$ cat config.mk
export PLATFORM = sky130hd
export DESIGN_NAME = iakm_enc
export DESIGN_NICKNAME = d
export VERILOG_FILES = /design/src/sv/iakm_pkg.sv /design/src/sv/iakm_enc.sv
export SDC_FILE = /design/constraint.sdc
export NUM_CORES = 1
export LEC_CHECK = 0
export BUFFER_PORTS_ARGS = -buffer_cell sky130_fd_sc_hd__buf_2
export CORE_AREA = 3 3 103 105
export DETAILED_ROUTE_END_ITERATION = 8
export DIE_AREA = 0 0 106 108
export PLACE_DENSITY = 0.57
export SLEW_MARGIN = 20
export SYNTH_ARGS = -nofsm -noshare
export SYNTH_HDL_FRONTEND = slang
export SYNTH_SLANG_ARGS = --single-unit
$ cat constraint.sdc
create_clock -name vclk -period 2.7
set_input_delay 0.135 -clock vclk [all_inputs]
set_output_delay 0.135 -clock vclk [all_outputs]
set_load 0.05 [all_outputs]
$ cat src/sv/iakm_pkg.sv
// shared types and constants for the index allocator with key map
// no dependencies; used by every module of the block
package iakm_pkg;

  localparam int ENTRIES_DEF  = 256;
  localparam int KEY_BITS_DEF = 32;

  localparam logic [2:0] OP_ADD     = 3'd0;
  localparam logic [2:0] OP_REM_IDX = 3'd1;
  localparam logic [2:0] OP_REM_KEY = 3'd2;
  localparam logic [2:0] OP_KEY_OF  = 3'd3;
  localparam logic [2:0] OP_IDX_OF  = 3'd4;
  localparam logic [2:0] OP_CLEAR   = 3'd5;

  localparam logic [1:0] ST_OK        = 2'd0;
  localparam logic [1:0] ST_NOT_FOUND = 2'd1;
  localparam logic [1:0] ST_FULL      = 2'd2;

  typedef struct packed {
    logic [2:0]  operation;
    logic [31:0] node_key;
    logic [7:0]  slot_index;
  } req_t;

  typedef struct packed {
    logic [1:0]  status;
    logic [7:0]  index_out;
    logic [31:0] key_out;
  } rsp_t;

  typedef struct packed {
    logic set;
    logic drop;
    logic wipe;
  } cell_ctrl_t;

  typedef enum logic [1:0] {
    S_IDLE,
    S_LOOK,
    S_EXEC,
    S_SEND
  } state_t;

endpackage

$ cat src/sv/iakm_enc.sv
// turns the row of cell match bits into a hit flag and slot index
// depends on iakm_pkg only through the parameter defaults
module iakm_enc #(
  parameter int ENTRIES = iakm_pkg::ENTRIES_DEF,
  parameter int IW      = 8
) (
  input  logic [ENTRIES-1:0] match,
  output logic               found,
  output logic [IW-1:0]      idx
);

  // keys are unique, so at most one bit is set and an or of indices is exact
  always_comb begin
    idx = '0;
    for (int i = 0; i < ENTRIES; i++) begin
      if (match[i]) begin
        idx = idx | IW'(i);
      end
    end
    found = |match;
  end

endmodule

==> run metrics <==
post-synthesis compound-gate area fraction 0%; core box area 9730 um2; Design Area, Final 2890 um2; multiplexer area fraction after synthesis 0%; Placed Area 2890 um2; DRC viols 0; post-layout util 29.7%; post-synthesis adder-cell area fraction 0%; final-stage net count 760; final wirelength 14500 um; unrepaired setup endpoints after global routing no; register area 0 um2; Tcrit/Tclk final 84.4%; Starting Density 14.2%; ANT nets after route 0; Max-Cap Viols 0; final setup fails 0; Crit. End Element primary output; Die Span X 106 um; hpwl dp 13700 um; Flop pwr share 0%; simple-gate share of the synthesized area 100%; Slew HR 45.6%; largest family of logic cells by synthesized area simple AND/OR/NAND/NOR gates; Via density 5.40; Layout area overhead 108%; slowest CP cell nor4_1; Switching Fraction 52.0%; Die Height 108 um; GR Util All Layers 23.1%; Layout fillers 1138; Gate power share 100.0%; Post-CTS Setup Inserts 0; Worst-Margin Slew 0.808 ns; Power Internal 159 uW; Final TNS setup 0 ns; first-pass GRT wire length 20000 um; mean post-synth cell area 5.87 um2; leakage 1.17 nW; fin crit period 2.28 ns; std cell rows 36; post_cts resized 0; share of cells above drive strength 1 54.4%; largest net degree at the start of global routing 5; run status finished clean; area of the mapped netlist 1390 um2; sw power 172 uW; Cell variety after synth 13; XOR/XNOR share of the synthesized area 0%; CP Cell Sequence buf_2, nor4_1, nand4_1, nor4_1, nand2_1, buf_2; VDD IR-drop max 35.8 uV; Critical Path RT 2.57 ns; CP startpoint match[89]; DIE AREA 11400 um2; register area share after synthesis 0%; min-delay worst type primary input to primary output; Worst Setup EP idx[0]; grt total ovfl 0; P per Cell Area 114 nW/um2; First-pass DRT Iterations 5; CP arrival 2.14 ns; Syn Nets 492; Iter 0 DRT Violations 239; Vias 3431; Fmax achieved 0.439 GHz; IO Port Bufs 265; Final Hold Vio Count 0; Diodes inserted 0; clock share of power 0%; Ports 265; startpoint types primary input; worst-path fanout max 2; post-DR wirelength/cell 22.8 um; sequential cell count 0; vias in the first global route 3541; Max stage delay on crit path 0.63 ns; Setup Crit Path Kind primary input to primary output; initial antenna violation count 0; Yosys warning total 0; clock buffers 0; Placer Congestion 0.987; CTS Hold Bufs 0; Mapped Cells 236; Pins Over Slew Limit 0
[cells by family after synthesis]
logic type    after synthesis
simple gates              236
[metal layers]
metal / global-route usage [%] / share of wire [%] / vias up
li1: - / - / 1618
met3: 3.70 / 8.8 / 16
met4: 4.16 / 2.0 / 0
met5: 0 / 0 / -
met2: 43.8 / 51 / 209
met1: 27.6 / 39 / 1588
[worst min path at each step]
stage               cells after the start  slack [ns]        from      to
detailed placement                      4        0.78  match[142]  idx[7]
floorplan                               2        0.67  match[203]  idx[1]
global route                            4        0.81  match[142]  idx[7]
finish                                  4        0.79  match[142]  idx[7]
global placement                        4        0.77  match[142]  idx[7]
CTS                                     4        0.78  match[142]  idx[7]
[final cells by class]
cell class	count	area, um2	area share, %
tap	133	166	5.77
multi-input combinational	236	1390	48.0
timing repair buffer	266	1330	46.2
[synth_stat cells]
master   number  area (um2)
or4_4         1        11.3
nand2_1      11        41.3
nand4_1      34         213
and2_1        1        6.26
nand3_1      22         110
or4_1         3        22.5
and3_1        2        12.5
nor2_1       28         105
nor4_1      118         738
nor3_1        9        45.0
nor4b_1       1        8.76
nor4_2        5        62.6
nand3_2       1        10.0
[placed cells by master, fill, tap and decap left out]
| cell | netlist | layout |
|---|---|---|
| nand2_1 | 11 | 11 |
| and2_1 | 1 | 1 |
| or4_1 | 3 | 3 |
| buf_2 | 0 | 265 |
| and3_1 | 2 | 2 |
| nor2_1 | 28 | 28 |
| nand3_1 | 22 | 22 |
| buf_4 | 0 | 1 |
| nand4_1 | 34 | 34 |
| nand3_2 | 1 | 1 |
| nor3_1 | 9 | 9 |
| nor4b_1 | 1 | 1 |
| or4_4 | 1 | 1 |
| nor4_2 | 5 | 5 |
| nor4_1 | 118 | 118 |
[power by group through the flow]
stage	logic (mW)	clock network (mW)	registers [mW]
detailed placement	0.328	0	0
finish	0.330	0	0
CTS	0.329	0	0
global placement	0.322	0	0
global route	0.358	0	0
floorplan	0.0474	0	0
[critical path, delay by kind of cell]
family / cells / cell delay (ns)
buffers and inverters: 2 / 0.34
AND/OR/NAND/NOR: 4 / 1.66
[metrics by stage]
stage                     hold slack (ns)  setup slack, ns  instances  power (mW)
after floorplan                     0.672            0.783        236      0.0474
after global placement              0.767            0.442        635       0.322
after detailed placement            0.779            0.414        635       0.328
after CTS                           0.781            0.415        635       0.329
after global routing                0.811            0.217        635       0.358
final                               0.791            0.420        635       0.330
No activity file was read; power rests on OpenSTA's default activity.
