**src/sv/iakm_pkg.sv**
```systemverilog
// shared types and constants for the index allocator with key map
// no dependencies; used by every module of the block
package iakm_pkg;

  localparam int ENTRIES_DEF  = 256;
  localparam int KEY_BITS_DEF = 32;

  localparam logic [2:0] OP_ADD     = 3'd0;
  localparam logic [2:0] OP_REM_IDX = 3'd1;
  localparam logic [2:0] OP_REM_KEY = 3'd2;
  localparam logic [2:0] OP_KEY_OF  = 3'd3;
  localparam logic [2:0] OP_IDX_OF  = 3'd4;
  localparam logic [2:0] OP_CLEAR   = 3'd5;

  localparam logic [1:0] ST_OK        = 2'd0;
  localparam logic [1:0] ST_NOT_FOUND = 2'd1;
  localparam logic [1:0] ST_FULL      = 2'd2;

  typedef struct packed {
    logic [2:0]  operation;
    logic [31:0] node_key;
    logic [7:0]  slot_index;
  } req_t;

  typedef struct packed {
    logic [1:0]  status;
    logic [7:0]  index_out;
    logic [31:0] key_out;
  } rsp_t;

  typedef struct packed {
    logic set;
    logic drop;
    logic wipe;
  } cell_ctrl_t;

  typedef enum logic [1:0] {
    S_IDLE,
    S_LOOK,
    S_EXEC,
    S_SEND
  } state_t;

endpackage

```
**src/sv/iakm_cell.sv**
```systemverilog
// one slot of the key map: stored key, in-use bit and registered key match
// depends on iakm_pkg
module iakm_cell #(
  parameter int KEY_BITS = iakm_pkg::KEY_BITS_DEF
) (
  input  logic                   clk,
  input  logic                   rst,
  input  iakm_pkg::cell_ctrl_t   ctrl,
  input  logic [KEY_BITS-1:0]    key_in,
  output logic                   match,
  output logic                   valid
);

  logic [KEY_BITS-1:0] key;

  always_ff @(posedge clk) begin
    if (rst) begin
      valid <= 1'b0;
    end else if (ctrl.wipe) begin
      valid <= 1'b0;
    end else if (ctrl.set) begin
      valid <= 1'b1;
    end else if (ctrl.drop) begin
      valid <= 1'b0;
    end
  end

  always_ff @(posedge clk) begin
    if (ctrl.set) begin
      key <= key_in;
    end
    match <= valid && (key == key_in);
  end

endmodule

```
**config.mk**
```make
export PLATFORM = sky130hd
export DESIGN_NAME = iakm_cell
export DESIGN_NICKNAME = d
export VERILOG_FILES = /design/src/sv/iakm_pkg.sv /design/src/sv/iakm_cell.sv
export SDC_FILE = /design/constraint.sdc
export NUM_CORES = 1
export LEC_CHECK = 0
export ABC_AREA = 1
export BUFFER_PORTS_ARGS = -buffer_cell sky130_fd_sc_hd__buf_2
export CAP_MARGIN = 20
export CORE_MARGIN = 4
export CORE_UTILIZATION = 35
export DETAILED_ROUTE_END_ITERATION = 7
export PLACE_DENSITY_LB_ADDON = 0.1
export SLEW_MARGIN = 10
export SYNTH_ARGS = -nofsm -noshare
export SYNTH_HDL_FRONTEND = slang
export SYNTH_SLANG_ARGS = --single-unit
```
**constraint.sdc**
```tcl
create_clock -name clk -period 1 [get_ports clk]
set_input_delay 0.1 -clock clk [delete_from_list [all_inputs] [get_ports clk]]
set_output_delay 0.1 -clock clk [all_outputs]
set_load 0.03 [all_outputs]
```
==> out/metrics.yaml <==
ys_ff_latch: 34
max_cap_viol_count: 0
setup_viol: 1
io_buffers: 38
grt_util_all_layers: 0.1212
area_growth_pct: 28.75
p_int_w: 0.002472
cp_data_required_time_ps: 1220
dieArea_sq_um: 5694
die-width_microns: 75.46
outcome: "complete, but fails checks"
startpoint_type: "flip-flop"
drive_above_1_share: 0.2227
regArea_sq_um: 1002
synth_most_common_cell: "nand2_1"
start_util: 0.3633
wl_per_cell_microns: 11.24
h-tree-depth: 2
p_leak_nw: 1.017
drcViolationCount: 0
fin_ws_ps: -49.61
grt.overflow.total: 0
synth_top_area_share: 0.6033
cp.arrival_ps: 1270
yosysTopAreaCell: "edfxtp_1"
boundaryPins: 39
fillers: 416
cp-end-kind: "flip-flop"
hold_depth: 1
yosysUniqueCellTypes: 11
crit_type: "reg2reg"
gp_congestion: 0.7007
ant_nets: 0
dp_hpwl_microns: 2486
power_switching_w: 0.0007363
numCtsBuffers: 5
seq_area_frac_synth: 0.6284
hold_violations: 0
worstMarginPinSlew_ps: 260.6
multi_input_area_sq_um: 452.9
yosys_most_used_dff: "edfxtp_1"
grt_pass1_wl_microns: 5126
async_flop_share: 0
violations: "negative setup slack"
finalCritPeriodShare: 1.050
drv_slew: 0
rows: 24
finalClockSkew_ps: 4.380
rsz0062_at_grt: "yes"
syn_nets: 213
clk_latency_ps: 280
die_height_microns: 75.46
peakVddDrop_uv: 959.3
placeableCoreArea_sq_um: 4384
max_slew_margin: 0.8244
power_frac_seq: 0.538
fmax_ghz: 0.9527
comb_power_share: 0.118
hold_path.class: "in2reg"
finalSetupTns_ps: -49.61
clk_pin_slew_ps: 70
nets: 265
clockRootBuffer: "clkbuf_8"
final_cells: 281
syn_area_per_cell_sq_um: 9.050
cts_tree: "yes"
vias: 1194
yosys_warnings: 0
firstDrtPassIters: 4
clockBufferDepth: 2
viasPerCell: 4.249
routed_wirelength_microns: 3158
synth_edf_count: 32
syn_area_sq_um: 1593
clkPwrFrac: 0.344
synth_cells: 176
drt_iter0_drc: 109
diodes: 0
netlist_top_cells_area: "edfxtp_1, nand2_1, inv_1, nor2_1, xnor2_1"
post-place-cells: 268
grt_pass1_vias: 1149
cts_sinks: 34
ys_top_cells_by_count: "nand2_1, inv_1, edfxtp_1, nor2_1, o21ai_0"
grt_max_degree: 18
fin_crit_ps: 1050
antenna_found_initial: 0
rr_worst_depth: 7
worstPathMaxFanout: 2
switching_share: 0.2295
power_density_nw_per_um2: 1565
worst max-delay path: stages (launching register included):
cell and delay [ps]:
edfxtp_1 390, nand2_1 80, nand2_1 50, nor2_1 120, nand2_1 60, nor2_1 110, nand3_1 90, nor2_1 90
layer usage:
metal	wire (microns)	track usage
met1	1344	0.1495
met2	1587	0.2023
met3	194	0.03694
met4	32	0.04078
met5	0	0
registers in the layout, summed over array words and instances (netlist names):
register,flops
key,32
valid,1
match,1
power groups by stage:
stage          clock network, W  logic, W  registers [W]
6_report                0.00110  0.000379        0.00173
2_1_floorplan                 0  0.000179        0.00175
3_3_place_gp                  0  0.000352        0.00175
5_1_grt                 0.00121  0.000434        0.00174
3_5_place_dp                  0  0.000362        0.00176
4_1_cts                 0.00114  0.000377        0.00173
cells in the final DEF, fill, tap and decap left out:
cell / netlist / routed
o21ai_2: 0 / 1
clkinv_1: 0 / 1
buf_12: 0 / 2
buf_2: 0 / 38
xnor2_1: 5 / 5
xor2_1: 3 / 3
nor3_2: 0 / 1
clkbuf_8: 0 / 7
dlygate4sd3_1: 0 / 5
dfxtp_2: 0 / 1
nor3_1: 3 / 2
edfxtp_1: 32 / 32
inv_1: 40 / 40
nor2_1: 19 / 18
nor2_2: 0 / 1
o211ai_1: 1 / 1
nand3_1: 2 / 2
o21ai_1: 0 / 1
o21ai_0: 7 / 5
nand2_1: 62 / 62
dfxtp_1: 2 / 1
final cells by class:
cell class | count | share of cell area
sequential | 34 | 0.4887
tap | 52 | 0.03173
inverter | 40 | 0.07322
clock buffer | 7 | 0.04698
timing repair buffer | 45 | 0.1367
clock inverter | 1 | 0.001830
multi-input combinational | 102 | 0.2209
worst paths after layout:
kind	start	to	slack, ps
max	key[1]	match	-50
min	key_in[6]	key[6]	10
max reg2reg	key[1]	match	-50
min reg2reg	valid	valid	570
what timing repair did:
action,4_1_cts,5_1_grt
endpoints found under the setup margin,1,1
pin swaps,2,6
buffers inserted,0,0
gates resized for setup,1,4
hold buffers,4,1
endpoints found under the hold margin,3,1
metrics by stage:
stage | utilization | cell area, sq um | worst slack (ps) | hold WS [ps] | total power (W)
4_1_cts | 0.4640 | 2034 | -57.61 | 3.124 | 0.003245
3_3_place_gp | 0.4309 | 1889 | -49.27 | 255.1 | 0.002100
5_1_grt | 0.4678 | 2051 | -185.6 | 2.967 | 0.003383
6_report | 0.4678 | 2051 | -49.61 | 10.78 | 0.003209
3_5_place_dp | 0.4309 | 1889 | -46.42 | 259.0 | 0.002120
2_1_floorplan | - | 1594 | 43.30 | 169.4 | 0.001927
cell families after synthesis:
group | Yosys count | share of synthesized area
flops | 34 | 0.6284
compound gates | 8 | 0.02671
buf+inv | 40 | 0.09426
xor+xnor | 8 | 0.04399
simple gates | 86 | 0.2066
Power figures use the tool's default switching activity.
